### src/hdl/fei_pkg.sv
`default_nettype none
// ----------------------------------------------------------------------------
// fei_pkg
// Shared widths, breakpoints, codes, types and helpers of the fuzzy
// evacuation inference core.
// ----------------------------------------------------------------------------
package fei_pkg;

   localparam int IN_W      = 12;
   localparam int MEMB_W    = 10;
   localparam int LEVEL_W   = 6;
   localparam int CODE_W    = 2;
   localparam int RULES     = 9;
   localparam int MEMBS     = 3;
   localparam int MAP_W     = RULES * CODE_W;
   localparam int PROD_W    = MEMB_W + LEVEL_W;
   localparam int TOP_W     = 19;
   localparam int BOT_W     = 13;
   localparam int Q_W       = 14;
   localparam int FRAC_W    = 8;
   localparam int STEPS_PER_STAGE = 2;
   localparam int DIV_STAGES = Q_W / STEPS_PER_STAGE;
   localparam int LOW_TOP_W = Q_W - FRAC_W;
   localparam int CSR_IDX_W = 2;
   localparam int CSR_DATA_W = MAP_W;

   localparam logic [MEMB_W-1:0] ONE_MEMB = 10'd640;

   // Breakpoints: 0.5/1.0/1.5 V in Q4.8, 10/20/30 s in Q8.4
   localparam logic [IN_W-1:0] V_LO  = 12'd128;
   localparam logic [IN_W-1:0] V_MID = 12'd256;
   localparam logic [IN_W-1:0] V_HI  = 12'd384;
   localparam logic [IN_W-1:0] D_LO  = 12'd160;
   localparam logic [IN_W-1:0] D_MID = 12'd320;
   localparam logic [IN_W-1:0] D_HI  = 12'd480;
   localparam logic [2:0]      V_SLOPE = 3'd5;
   localparam logic [2:0]      D_SLOPE = 3'd4;

   localparam logic [LEVEL_W-1:0] FAST_RESET    = 6'd5;
   localparam logic [LEVEL_W-1:0] AVERAGE_RESET = 6'd10;
   localparam logic [LEVEL_W-1:0] SLOW_RESET    = 6'd15;
   localparam logic [MAP_W-1:0]   MAP_RESET     = 18'd66601;

   typedef logic [MEMB_W-1:0] memb_type;
   typedef memb_type [MEMBS-1:0] memb_vec_type;

   typedef enum logic [CODE_W-1:0] {
      CODE_FAST,
      CODE_AVERAGE,
      CODE_SLOW,
      CODE_ZERO
   } level_code_type;

   typedef enum logic [CSR_IDX_W-1:0] {
      CSR_FAST_LEVEL,
      CSR_AVERAGE_LEVEL,
      CSR_SLOW_LEVEL,
      CSR_RULE_MAP
   } csr_index_type;

   typedef struct packed {
      logic [LEVEL_W-1:0] fast_level;
      logic [LEVEL_W-1:0] average_level;
      logic [LEVEL_W-1:0] slow_level;
      logic [MAP_W-1:0]   rule_map;
   } cfg_type;

   typedef struct packed {
      logic [BOT_W-1:0] rem;
      logic             qbit;
   } div_step_type;

   // Triangular fuzzification into three memberships on the 640 scale
   function automatic memb_vec_type fuzzify(input logic [IN_W-1:0] x,
                                            input logic [IN_W-1:0] lo,
                                            input logic [IN_W-1:0] mid,
                                            input logic [IN_W-1:0] hi,
                                            input logic [2:0] k);
      memb_vec_type m;
      logic [IN_W-1:0] d;
      logic [IN_W+2:0] t;
      m = '0;
      d = '0;
      t = '0;
      if (x <= lo) begin
         m[0] = ONE_MEMB;
      end
      if (x > lo && x < mid) begin
         d = mid - x;
         t = (IN_W+3)'(k) * (IN_W+3)'(d);
         m[0] = t[MEMB_W-1:0];
      end
      if (x > lo && x <= mid) begin
         d = x - lo;
         t = (IN_W+3)'(k) * (IN_W+3)'(d);
         m[1] = t[MEMB_W-1:0];
      end
      if (x > mid && x < hi) begin
         d = hi - x;
         t = (IN_W+3)'(k) * (IN_W+3)'(d);
         m[1] = t[MEMB_W-1:0];
      end
      if (x > mid && x <= hi) begin
         d = x - mid;
         t = (IN_W+3)'(k) * (IN_W+3)'(d);
         m[2] = t[MEMB_W-1:0];
      end
      if (x > hi) begin
         m[2] = ONE_MEMB;
      end
      return m;
   endfunction

   // One restoring division step: shift in a dividend bit, subtract if it fits
   function automatic div_step_type div_step(input logic [BOT_W-1:0] rem,
                                             input logic [BOT_W-1:0] bot,
                                             input logic din);
      div_step_type res;
      logic [BOT_W:0] sh;
      sh = {rem, din};
      if (sh >= {1'b0, bot}) begin
         res.rem  = BOT_W'(sh - {1'b0, bot});
         res.qbit = 1'b1;
      end else begin
         res.rem  = sh[BOT_W-1:0];
         res.qbit = 1'b0;
      end
      return res;
   endfunction

endpackage
`default_nettype wire

### src/hdl/fei_fuzzify.sv
`default_nettype none
// ----------------------------------------------------------------------------
// fei_fuzzify
// First pipeline stage: both inputs fuzzified into three memberships each.
// ----------------------------------------------------------------------------
module fei_fuzzify (
   input  wire logic                      clock,
   input  wire logic                      reset,
   input  wire logic                      in_valid,
   output logic                           in_ready,
   input  wire logic [fei_pkg::IN_W-1:0]  intensity_volts,
   input  wire logic [fei_pkg::IN_W-1:0]  delay_seconds,
   output logic                           out_valid,
   input  wire logic                      out_ready,
   output fei_pkg::memb_vec_type          memb_v,
   output fei_pkg::memb_vec_type          memb_d
);

   logic                  valid_ff;
   fei_pkg::memb_vec_type mv_ff, mv_in;
   fei_pkg::memb_vec_type md_ff, md_in;

   assign in_ready = !valid_ff || out_ready;

   always_comb begin
      mv_in = fei_pkg::fuzzify(intensity_volts, fei_pkg::V_LO, fei_pkg::V_MID,
                               fei_pkg::V_HI, fei_pkg::V_SLOPE);
      md_in = fei_pkg::fuzzify(delay_seconds, fei_pkg::D_LO, fei_pkg::D_MID,
                               fei_pkg::D_HI, fei_pkg::D_SLOPE);
   end

   always_ff @(posedge clock) begin
      if (reset) begin
         valid_ff <= 1'b0;
      end else if (in_ready) begin
         valid_ff <= in_valid;
      end
   end

   always_ff @(posedge clock) begin
      if (in_ready && in_valid) begin
         mv_ff <= mv_in;
         md_ff <= md_in;
      end
   end

   assign out_valid = valid_ff;
   assign memb_v    = mv_ff;
   assign memb_d    = md_ff;

endmodule
`default_nettype wire

### src/hdl/fei_rules.sv
`default_nettype none
// ----------------------------------------------------------------------------
// fei_rules
// Rule evaluation over three stages: strengths and levels, products, sums.
// ----------------------------------------------------------------------------
module fei_rules (
   input  wire logic                       clock,
   input  wire logic                       reset,
   input  wire fei_pkg::cfg_type           cfg,
   input  wire logic                       in_valid,
   output logic                            in_ready,
   input  wire fei_pkg::memb_vec_type      memb_v,
   input  wire fei_pkg::memb_vec_type      memb_d,
   output logic                            out_valid,
   input  wire logic                       out_ready,
   output logic [fei_pkg::TOP_W-1:0]       top,
   output logic [fei_pkg::BOT_W-1:0]       bot
);

   localparam int R = fei_pkg::RULES;

   logic [2:0] valid_ff;
   logic [2:0] ready;

   logic [fei_pkg::MEMB_W-1:0]  w_ff  [R];
   logic [fei_pkg::MEMB_W-1:0]  w_in  [R];
   logic [fei_pkg::LEVEL_W-1:0] lv_ff [R];
   logic [fei_pkg::LEVEL_W-1:0] lv_in [R];
   logic [fei_pkg::MEMB_W-1:0]  wb_ff [R];
   logic [fei_pkg::PROD_W-1:0]  prod_ff [R];
   logic [fei_pkg::PROD_W-1:0]  prod_in [R];
   logic [fei_pkg::TOP_W-1:0]   top_ff, top_in;
   logic [fei_pkg::BOT_W-1:0]   bot_ff, bot_in;

   assign ready[2] = !valid_ff[2] || out_ready;
   assign ready[1] = !valid_ff[1] || ready[2];
   assign ready[0] = !valid_ff[0] || ready[1];
   assign in_ready = ready[0];

   // Strengths are pairwise minima; rule 3p+q pairs intensity p with delay q
   always_comb begin
      fei_pkg::level_code_type code;
      for (int i = 0; i < R; i++) begin
         w_in[i] = (memb_v[i/3] < memb_d[i%3]) ? memb_v[i/3] : memb_d[i%3];
         code = fei_pkg::level_code_type'(cfg.rule_map[2*i +: fei_pkg::CODE_W]);
         unique case (code)
            fei_pkg::CODE_FAST:    lv_in[i] = cfg.fast_level;
            fei_pkg::CODE_AVERAGE: lv_in[i] = cfg.average_level;
            fei_pkg::CODE_SLOW:    lv_in[i] = cfg.slow_level;
            fei_pkg::CODE_ZERO:    lv_in[i] = '0;
            default:               lv_in[i] = '0;
         endcase
      end
   end

   always_comb begin
      for (int i = 0; i < R; i++) begin
         prod_in[i] = fei_pkg::PROD_W'(w_ff[i]) * fei_pkg::PROD_W'(lv_ff[i]);
      end
   end

   always_comb begin
      top_in = '0;
      bot_in = '0;
      for (int i = 0; i < R; i++) begin
         top_in = top_in + fei_pkg::TOP_W'(prod_ff[i]);
         bot_in = bot_in + fei_pkg::BOT_W'(wb_ff[i]);
      end
   end

   always_ff @(posedge clock) begin
      if (reset) begin
         valid_ff <= '0;
      end else begin
         if (ready[0]) valid_ff[0] <= in_valid;
         if (ready[1]) valid_ff[1] <= valid_ff[0];
         if (ready[2]) valid_ff[2] <= valid_ff[1];
      end
   end

   always_ff @(posedge clock) begin
      if (ready[0] && in_valid) begin
         w_ff  <= w_in;
         lv_ff <= lv_in;
      end
      if (ready[1] && valid_ff[0]) begin
         prod_ff <= prod_in;
         wb_ff   <= w_ff;
      end
      if (ready[2] && valid_ff[1]) begin
         top_ff <= top_in;
         bot_ff <= bot_in;
      end
   end

   assign out_valid = valid_ff[2];
   assign top       = top_ff;
   assign bot       = bot_ff;

endmodule
`default_nettype wire

### src/hdl/fei_divider.sv
`default_nettype none
// ----------------------------------------------------------------------------
// fei_divider
// Pipelined restoring divider: floor(256*top/bot), two quotient bits a stage.
// ----------------------------------------------------------------------------
module fei_divider (
   input  wire logic                     clock,
   input  wire logic                     reset,
   input  wire logic                     in_valid,
   output logic                          in_ready,
   input  wire logic [fei_pkg::TOP_W-1:0] top,
   input  wire logic [fei_pkg::BOT_W-1:0] bot,
   output logic                          out_valid,
   input  wire logic                     out_ready,
   output logic [fei_pkg::Q_W-1:0]       quotient,
   output logic                          no_rule_fired
);

   localparam int S  = fei_pkg::DIV_STAGES;
   localparam int BW = fei_pkg::BOT_W;
   localparam int QW = fei_pkg::Q_W;

   logic [S-1:0]  valid_ff;
   logic [S-1:0]  ready;
   logic [BW-1:0] rem_ff  [S];
   logic [BW-1:0] bot_ff  [S];
   logic [QW-1:0] dd_ff   [S];
   logic [QW-1:0] q_ff    [S];
   logic [S-1:0]  none_ff;

   logic [BW-1:0] src_rem  [S];
   logic [BW-1:0] src_bot  [S];
   logic [QW-1:0] src_dd   [S];
   logic [QW-1:0] src_q    [S];
   logic [S-1:0]  src_none;
   logic [S-1:0]  src_valid;

   logic [BW-1:0] rem_in [S];
   logic [QW-1:0] dd_in  [S];
   logic [QW-1:0] q_in   [S];

   // Quotient stays below 2^14, so top>>6 is already below bot
   assign src_rem[0]   = top[fei_pkg::TOP_W-1:fei_pkg::LOW_TOP_W];
   assign src_bot[0]   = bot;
   assign src_dd[0]    = {top[fei_pkg::LOW_TOP_W-1:0], {fei_pkg::FRAC_W{1'b0}}};
   assign src_q[0]     = '0;
   assign src_none[0]  = (bot == '0);
   assign src_valid[0] = in_valid;
   assign in_ready     = ready[0];

   for (genvar j = 0; j < S; j++) begin : g_stage
      if (j > 0) begin : g_link
         assign src_rem[j]   = rem_ff[j-1];
         assign src_bot[j]   = bot_ff[j-1];
         assign src_dd[j]    = dd_ff[j-1];
         assign src_q[j]     = q_ff[j-1];
         assign src_none[j]  = none_ff[j-1];
         assign src_valid[j] = valid_ff[j-1];
      end
      if (j == S - 1) begin : g_last
         assign ready[j] = !valid_ff[j] || out_ready;
      end else begin : g_mid
         assign ready[j] = !valid_ff[j] || ready[j+1];
      end

      always_comb begin
         fei_pkg::div_step_type st;
         rem_in[j] = src_rem[j];
         dd_in[j]  = src_dd[j];
         q_in[j]   = src_q[j];
         for (int k = 0; k < fei_pkg::STEPS_PER_STAGE; k++) begin
            st        = fei_pkg::div_step(rem_in[j], src_bot[j], dd_in[j][QW-1]);
            rem_in[j] = st.rem;
            dd_in[j]  = {dd_in[j][QW-2:0], 1'b0};
            q_in[j]   = {q_in[j][QW-2:0], st.qbit};
         end
      end

      always_ff @(posedge clock) begin
         if (reset) begin
            valid_ff[j] <= 1'b0;
         end else if (ready[j]) begin
            valid_ff[j] <= src_valid[j];
         end
      end

      always_ff @(posedge clock) begin
         if (ready[j] && src_valid[j]) begin
            rem_ff[j]  <= rem_in[j];
            bot_ff[j]  <= src_bot[j];
            dd_ff[j]   <= dd_in[j];
            q_ff[j]    <= q_in[j];
            none_ff[j] <= src_none[j];
         end
      end
   end

   assign out_valid     = valid_ff[S-1];
   assign no_rule_fired = none_ff[S-1];
   assign quotient      = none_ff[S-1] ? '0 : q_ff[S-1];

endmodule
`default_nettype wire

### src/hdl/fuzzy_evacuation_inference_core.sv
`default_nettype none
// ----------------------------------------------------------------------------
// fuzzy_evacuation_inference_core
// Two-input 3x3 Sugeno fuzzy inference giving a Q6.8 evacuation estimate.
// ----------------------------------------------------------------------------
// Takes one word per clock while req_stall is low (sensor voltage in Q4.8
// volts, delay in Q8.4 seconds) and returns one result word per input word,
// in order. In the datapath one stage fuzzifies both inputs, three stages
// form the nine rule strengths and levels, their products and the two sums,
// and a seven-stage restoring divider yields two quotient bits a stage. Every
// stage holds its own valid bit and advances when the one after it has room,
// so bubbles close up, and a stall on the result side reaches back through
// the combinational ready chain to every full stage; the last divider stage
// serves as the output register. The result is
// floor(256 * sum(strength*level) / sum(strength)) truncated to 14 bits;
// no_rule_fired flags a zero strength sum and forces the value to zero.
// Write the four level and map registers only while no word is in flight.
// ----------------------------------------------------------------------------
module fuzzy_evacuation_inference_core (
   input  wire logic                             clock,
   input  wire logic                             reset,
   // configuration
   input  wire logic                             csr_write_enable,
   input  wire logic [fei_pkg::CSR_IDX_W-1:0]    csr_index,
   input  wire logic [fei_pkg::CSR_DATA_W-1:0]   csr_write_data,
   // request channel
   input  wire logic                             req_valid,
   output logic                                  req_stall,
   input  wire logic [fei_pkg::IN_W-1:0]         req_intensity_volts,
   input  wire logic [fei_pkg::IN_W-1:0]         req_delay_seconds,
   // response channel
   output logic                                  rsp_valid,
   input  wire logic                             rsp_stall,
   output logic [fei_pkg::Q_W-1:0]               rsp_evacuation_value,
   output logic                                  rsp_no_rule_fired
);

   fei_pkg::cfg_type cfg_ff;

   logic                       fz_ready;
   logic                       fz_valid;
   fei_pkg::memb_vec_type      memb_v;
   fei_pkg::memb_vec_type      memb_d;
   logic                       ru_ready;
   logic                       ru_valid;
   logic [fei_pkg::TOP_W-1:0]  top;
   logic [fei_pkg::BOT_W-1:0]  bot;
   logic                       dv_ready;

   // Configuration registers: mask each write to the register's width
   always_ff @(posedge clock) begin
      if (reset) begin
         cfg_ff.fast_level    <= fei_pkg::FAST_RESET;
         cfg_ff.average_level <= fei_pkg::AVERAGE_RESET;
         cfg_ff.slow_level    <= fei_pkg::SLOW_RESET;
         cfg_ff.rule_map      <= fei_pkg::MAP_RESET;
      end else if (csr_write_enable) begin
         unique case (fei_pkg::csr_index_type'(csr_index))
            fei_pkg::CSR_FAST_LEVEL:
               cfg_ff.fast_level <= csr_write_data[fei_pkg::LEVEL_W-1:0];
            fei_pkg::CSR_AVERAGE_LEVEL:
               cfg_ff.average_level <= csr_write_data[fei_pkg::LEVEL_W-1:0];
            fei_pkg::CSR_SLOW_LEVEL:
               cfg_ff.slow_level <= csr_write_data[fei_pkg::LEVEL_W-1:0];
            fei_pkg::CSR_RULE_MAP:
               cfg_ff.rule_map <= csr_write_data[fei_pkg::MAP_W-1:0];
            default: ;
         endcase
      end
   end

   // Stall the request side whenever the fuzzify stage cannot advance
   assign req_stall = !fz_ready;

   fei_fuzzify u_fuzzify (
      .clock           (clock),
      .reset           (reset),
      .in_valid        (req_valid),
      .in_ready        (fz_ready),
      .intensity_volts (req_intensity_volts),
      .delay_seconds   (req_delay_seconds),
      .out_valid       (fz_valid),
      .out_ready       (ru_ready),
      .memb_v          (memb_v),
      .memb_d          (memb_d)
   );

   fei_rules u_rules (
      .clock     (clock),
      .reset     (reset),
      .cfg       (cfg_ff),
      .in_valid  (fz_valid),
      .in_ready  (ru_ready),
      .memb_v    (memb_v),
      .memb_d    (memb_d),
      .out_valid (ru_valid),
      .out_ready (dv_ready),
      .top       (top),
      .bot       (bot)
   );

   fei_divider u_divider (
      .clock         (clock),
      .reset         (reset),
      .in_valid      (ru_valid),
      .in_ready      (dv_ready),
      .top           (top),
      .bot           (bot),
      .out_valid     (rsp_valid),
      .out_ready     (!rsp_stall),
      .quotient      (rsp_evacuation_value),
      .no_rule_fired (rsp_no_rule_fired)
   );

endmodule
`default_nettype wire

### config.mk
export PLATFORM = sky130hd
export DESIGN_NAME = fuzzy_evacuation_inference_core
export DESIGN_NICKNAME = d
export VERILOG_FILES = /design/src/hdl/fei_pkg.sv /design/src/hdl/fei_fuzzify.sv /design/src/hdl/fei_rules.sv /design/src/hdl/fei_divider.sv /design/src/hdl/fuzzy_evacuation_inference_core.sv
export SDC_FILE = /design/constraint.sdc
export NUM_CORES = 2
export LEC_CHECK = 0
export ABC_AREA = 1
export BUFFER_PORTS_ARGS = -buffer_cell sky130_fd_sc_hd__buf_2
export CORE_MARGIN = 8
export CORE_UTILIZATION = 45
export DETAILED_ROUTE_END_ITERATION = 16
export SETUP_SLACK_MARGIN = 0.4
export SLEW_MARGIN = 20
export SYNTH_ARGS = -nofsm -noshare
export SYNTH_HDL_FRONTEND = slang
export SYNTH_SLANG_ARGS = --single-unit
export TNS_END_PERCENT = 5
### constraint.sdc
create_clock -name clock -period 8.6 [get_ports clock]
set_input_delay 0.86 -clock clock [delete_from_list [all_inputs] [get_ports clock]]
set_output_delay 0.86 -clock clock [all_outputs]
set_load 0.01 [all_outputs]
-- Yosys cells after proc, flatten, opt, wreduce, memory -nomap -nowiden
Memory sizes are Yosys's and may differ from the RTL's.
Index checks and enable logic that the tools add are counted.
- register bits: 524
- memories kept: 4
- RAM bits: 364
- memories (memory ; depth ; width ; rd ports ; clocked after memory_dff ; wr ports ; RTL line ; RTL):
    u_divider.q_ff ; 7 ; 14 ; 7 ; 0 ; 7 ; fei_divider.sv:28 ; logic [QW-1:0] q_ff [S];
    u_divider.bot_ff ; 7 ; 13 ; 6 ; 0 ; 7 ; fei_divider.sv:26 ; logic [BW-1:0] bot_ff [S];
    u_divider.rem_ff ; 7 ; 13 ; 6 ; 0 ; 7 ; fei_divider.sv:25 ; logic [BW-1:0] rem_ff [S];
    u_divider.dd_ff ; 7 ; 12 ; 6 ; 0 ; 7 ; fei_divider.sv:27 ; logic [QW-1:0] dd_ff [S];
- reduce and logical (&&, ||, !) cells: 60
- multipliers: 13
- add/sub/neg operators: 38
- $lt $le $gt $ge: 39
- equal/unequal tests: 30
- bitwise operators: 2
- multiplexer cells: 57
- operators by type and width (cell ; number):
    one-hot mux 6 bit (4 select lines) ; 9
    2-to-1 mux 14 bit ; 15
    >= comparator 14 x 13 -> 1 bit ; 14
    2-to-1 mux 10 bit ; 19
    subtractor 13 bit ; 14
    multiplier 10 x 6 -> 16 bit ; 9
    adder 19 x 16 -> 19 bit ; 7
    adder 13 x 10 -> 13 bit ; 7
    < comparator 10 bit ; 9
    greater-than comparator 12 x 9 -> 1 bit, second input constant ; 4
    less-or-equal comparator 12 x 9 -> 1 bit, second input constant ; 4
    < comparator 12 x 9 -> 1 bit, second input constant ; 4
    multiplier 3 x 12 -> 10 bit, first input constant ; 4
    equality test 2 bit, second input constant ; 20
    greater-than comparator 12 x 8 -> 1 bit, second input constant ; 2
    less-or-equal comparator 12 x 8 -> 1 bit, second input constant ; 2
    subtractor 9 x 12 -> 12 bit, first input constant ; 2
    equality test 2 x 1 -> 1 bit, second input constant ; 10
    zero test 2 bit ; 10
    logical AND 1 bit ; 19
    adder 16 x 16 -> 17 bit ; 1
    2-to-1 mux 1 bit ; 14
    zero test 1 bit ; 13
    zero test 13 bit ; 1
    other kinds (11) ; 26

-- Logic depth before layout (Yosys ltp)
- depth in word-level cells: 13
- gate-level depth with buffers: 29
- mapped depth without buffers: 27

-- By module
Synthesis repeated with hierarchy kept, for this count alone.
- cell total of the unflattened synthesis: 7746
- area, all modules: 64854.7 µm²
- modules (own cells, without submodules) (module ; times used ; area each (µm²) ; cells an instance):
    fei_rules ; 1 ; 40720.3 ; 4707
    fei_divider ; 1 ; 18746.7 ; 2414
    fei_fuzzify ; 1 ; 3921.3 ; 412
    fuzzy_evacuation_inference_core ; 1 ; 1466.4 ; 213

-- Worst setup path after synthesis
Ideal clock, no wire load.
- path kind: in2reg
- start point: input rsp_stall
- end point: register u_rules.prod_ff[0] (netlist bit), enable pin
- stages: 11
- data required time: 8.014 ns
- buffers on the path: 0
- path slack: 1.960 ns
- arrival: 6.054 ns
- cell sequence: nand2_1 inv_2 nand3_1 nor2_1 nand3_1 nor2_1 inv_1 nor2_2 nand2_1 nand2_1 inv_1
- longest elaborated chain between the ends: 11
- RTL lines (element ; RTL line ; RTL):
    from (decl) ; fuzzy_evacuation_inference_core.sv:33 ; input wire logic rsp_stall,
    zero test 1 bit ; fuzzy_evacuation_inference_core.sv:110 ; .out_ready (!rsp_stall),
    logical OR 1 bit ; fei_divider.sv:61 ; assign ready[j] = !valid_ff[j] || out_ready;
    logical OR 1 bit (6 in series) ; fei_divider.sv:63 ; assign ready[j] = !valid_ff[j] || ready[j+1];
    logical OR 1 bit ; fei_rules.sv:35 ; assign ready[2] = !valid_ff[2] || out_ready;
    logical OR 1 bit ; fei_rules.sv:36 ; assign ready[1] = !valid_ff[1] || ready[2];
    logical AND 1 bit ; fei_rules.sv:86 ; if (ready[1] && valid_ff[0]) begin
    to (signal assigned) ; fei_rules.sv:87 ; prod_ff <= prod_in;
    to (decl) ; fei_rules.sv:30 ; logic [fei_pkg::PROD_W-1:0] prod_ff [R];
Every way passes these cells.
A chain may end at the register's enable or synchronous reset.

-- Worst setup path after layout
- start point: register u_rules.prod_ff[112] (netlist bit)
- end point: register u_rules.top_ff (netlist bit u_rules.top[12]) (data pin)
- longest elaborated chain between the ends: 8
- RTL lines (element ; RTL line ; RTL):
    adder 16 x 16 -> 17 bit ; fei_rules.sv:66 ; top_in = top_in + fei_pkg::TOP_W'(prod_ff[i]);
    adder 19 x 16 -> 19 bit (7 in series) ; fei_rules.sv:66 ;
    named net u_rules.top_in, one bit ; fei_rules.sv:32 ; logic [fei_pkg::TOP_W-1:0] top_ff, top_in;
    to (signal assigned) ; fei_rules.sv:91 ; top_ff <= top_in;
    to (decl) ; fei_rules.sv:32 ;
The timed path passes the listed nets, and every way through them passes these cells.

==> reports/results.ini <==
[place]
place_hpwl_um = 136000
placed_area_um2 = 63300
place.gp.congestion = 1.00
numPortBuffers = 65
post-place-ws_ns = 2.91
dp_cells = 8663

[routing]
drt_first_pass_iters = 7
vias = 45700
drtAntennaViolNets = 0
remaining_drc_errors = 0
vias_per_cell = 5.18
detail_route.wl_per_cell_um = 18.8
drt-initial-drc-count = 3093
wirelength_um = 166000

[critical_path]
cp_data_required_time_ns = 9.03
end_kind = flop
ff2ff_path_depth = 19
crit_start = u_rules.prod_ff[112]$_DFFE_PP_
worstSetupPathType = reg2reg
start_kind = flop
ff2ff_setup_slack_ns = 2.92
worstPathMaxFanout = 4
critPathArrivalTime_ns = 6.11
crit_end = u_rules.top[12]$_DFFE_PP_
timing.rr.start = u_rules.prod_ff[112]$_DFFE_PP_
crit-reg2reg-capture = u_rules.top[12]$_DFFE_PP_

[timing]
period_needed_ns = 5.68
finalSetupTns_ns = 0
slew_headroom_pct = 32.4
setup_violations = 0
rsz0062_at_grt = false
tightest_slew_ns = 1.01
fmax_mhz = 176
fin_ws_ns = 2.92
period_share_pct = 66.1
holdWs_ns = 0.392
hold_violations = 0
finalMaxSlewViolations = 0
finClkSkew_ns = 0.0279

[floorplanning]
die_width_um = 385
die_area_um2 = 148000
num_rows = 135
fp.dieH_um = 385
core_area_um2 = 135000
start_util_pct = 45.3
io_pins = 66

[hold_path]
hold_path_class = in2reg

[layout]
final_cell_area_um2 = 66100
fin_cells = 8822
nFillCells = 13000
syn_to_final_growth_pct = 8.08
fin_nets = 8053
multiInputGateArea_um2 = 34100
fin_util_pct = 48.9
drive_gt1_share_pct = 4.31
seq_area_um2 = 21600

[cts]
postCtsHoldBufs = 0
postCtsSetupBuffers = 0
cts_resized = 0
clk_pin_slew_ns = 0.06
clockBufferDepth = 3
clock_sinks = 736
cts_tree = built
root_buffer = clkbuf_16
cts_max_level = 3
cts_made_buffers = 83
insertion_delay_ns = 0.70

[synth]
yosysUniqueCellTypes = 52
yosys-top-cells-area = edfxtp_1, fa_1, ha_1
yosys_warnings = 0
synth_nets = 8004
synth_top_area_share_pct = 33.8
synth_most_common_cell = nand2_1
synth_cells = 6921
synth_async_sr_flop_share_pct = 0
avgSynthCellArea_um2 = 8.84
synth_edf_count = 689
ys_seq_elements = 736
ys.flop_type = edfxtp_1
synth_area_um2 = 61200
synth-seq-area-share_pct = 35.4
yosys.area.top_type = edfxtp_1
synth_common_cells = nand2_1, inv_1, edfxtp_1

[power_and_ir_drop]
ir_drop_mv = 0.345
p_per_area_nw_per_um2 = 230
finalPower_mw = 15.2
power_leakage_nw = 32.5

[global_routing]
grt_pass1_vias = 45500
antenna_found_initial = 6
track_usage_pct = 22.4
grt_remaining_overflow = 0
grt_max_degree = 95
grt_pass1_wl_um = 258000

[run_status]
status = complete, no violations

[run]
maxCapViolations = 0

-- worst max-delay path: stages (launching register included) --
cell and delay (ns):
edfxtp_1 0.33, ha_1 0.17, inv_1 0.06, fa_1 0.40
o21ai_0 0.38, xor2_1 0.23, inv_1 0.08, fa_1 0.49
inv_1 0.06, fa_1 0.50, fa_1 0.54, inv_1 0.05
fa_1 0.47, ha_1 0.36, nand2_1 0.06, o21ai_0 0.32
a21boi_0 0.21, o21ai_0 0.40, a21oi_1 0.14, xor2_1 0.16
-- kinds of logic after synthesis --
kind of cell,count (synthesis),share of synthesized area (%)
XOR/XNOR,281,4.02
adder cells (fa/ha/maj),1034,26.9
buffers and inverters,1414,8.91
AO/OA/AOI/OAI,697,6.23
flip-flops,736,35.4
AND/OR/NAND/NOR,2759,18.6
-- power by group --
group | internal, mW | switching [mW] | total, mW
clock network | 2.05 | 1.55 | 3.59
registers | 4.51 | 0.261 | 4.77
logic | 2.69 | 4.17 | 6.86
-- worst min-delay path by stage --
stage,start,to,slack (ns),depth (start not counted)
after floorplan,u_rules.top[2]$_DFFE_PP_,u_divider.dd_ff[0][10]$_DFFE_PP_,0.40,0
after global placement,u_divider.q_ff[3][4]$_DFFE_PP_,u_divider.q_ff[4][6]$_DFFE_PP_,0.40,0
after detailed placement,u_rules.top[3]$_DFFE_PP_,u_divider.dd_ff[0][11]$_DFFE_PP_,0.40,0
after CTS,csr_write_data[16],cfg_ff[16]$_SDFFE_PP1P_,0.34,3
after global routing,csr_write_data[16],cfg_ff[16]$_SDFFE_PP1P_,0.35,3
final,csr_write_data[16],cfg_ff[16]$_SDFFE_PP1P_,0.39,3
-- layer usage --
metal,vias up,track usage [%],part of all wire [%],wire (um)
met5,-,0,0,0
li1,22200,-,-,-
met1,22000,28.7,43,70600
met4,0,10.0,5.3,8740
met2,1150,38.1,48,79100
met3,315,2.72,4.6,7570
-- cell type report --
class / instances / area share [%]
clock buffer: 98 / 3.31
multi-input combinational: 4771 / 51.6
timing repair buffer: 87 / 0.767
clock inverter: 54 / 0.842
antenna: 4 / 0.0151
inverter: 1291 / 7.35
sequential: 736 / 32.7
tap: 1781 / 3.37
-- cells in the final DEF (no fill, tap or decap), types with 8 or more instances in the layout --
| cell type | synthesis | layout |
|---|---|---|
| nand2_1 | 1874 | 1874 |
| inv_1 | 1283 | 1281 |
| edfxtp_1 | 689 | 689 |
| ha_1 | 569 | 569 |
| fa_1 | 465 | 465 |
| nor2_1 | 360 | 356 |
| a21oi_1 | 325 | 325 |
| nand3_1 | 322 | 322 |
| o21ai_0 | 234 | 234 |
| xor2_1 | 158 | 158 |
| xnor2_1 | 123 | 123 |
| nand4_1 | 88 | 88 |
| clkbuf_16 | 0 | 84 |
| buf_2 | 8 | 65 |
| dfxtp_1 | 47 | 47 |
| nor3_1 | 35 | 35 |
| a21o_1 | 34 | 34 |
| o21bai_1 | 29 | 29 |
| nand2_2 | 18 | 18 |
| buf_4 | 11 | 18 |
| nor2_2 | 14 | 15 |
| o211ai_1 | 14 | 14 |
| clkinv_2 | 0 | 14 |
| clkinv_1 | 0 | 14 |
| clkbuf_1 | 85 | 11 |
| a31oi_1 | 11 | 10 |
| o21ai_1 | 9 | 9 |
| nand3_2 | 9 | 9 |
| o21a_1 | 8 | 8 |
| nor2_4 | 5 | 8 |
| or2_2 | 8 | 8 |
-- registers in the layout, indices dropped and copies added, names as in the netlist --
name	cells
u_divider.out_valid	1
u_divider.dd_ff	6
u_divider.rem_ff	78
u_rules.lv_ff	54
u_fuzzify.out_valid	1
u_divider.q_ff	56
u_fuzzify.memb_d	24
u_fuzzify.memb_v	30
u_rules.valid_ff	3
u_divider.bot_ff	78
u_rules.w_ff	90
u_rules.bot	13
u_divider.no_rule_fired	1
u_rules.prod_ff	144
u_divider.src_valid	6
cfg_ff	36
u_rules.wb_ff	90
u_rules.top	19
u_divider.none_ff	6
(Power assumes the default switching activity.)
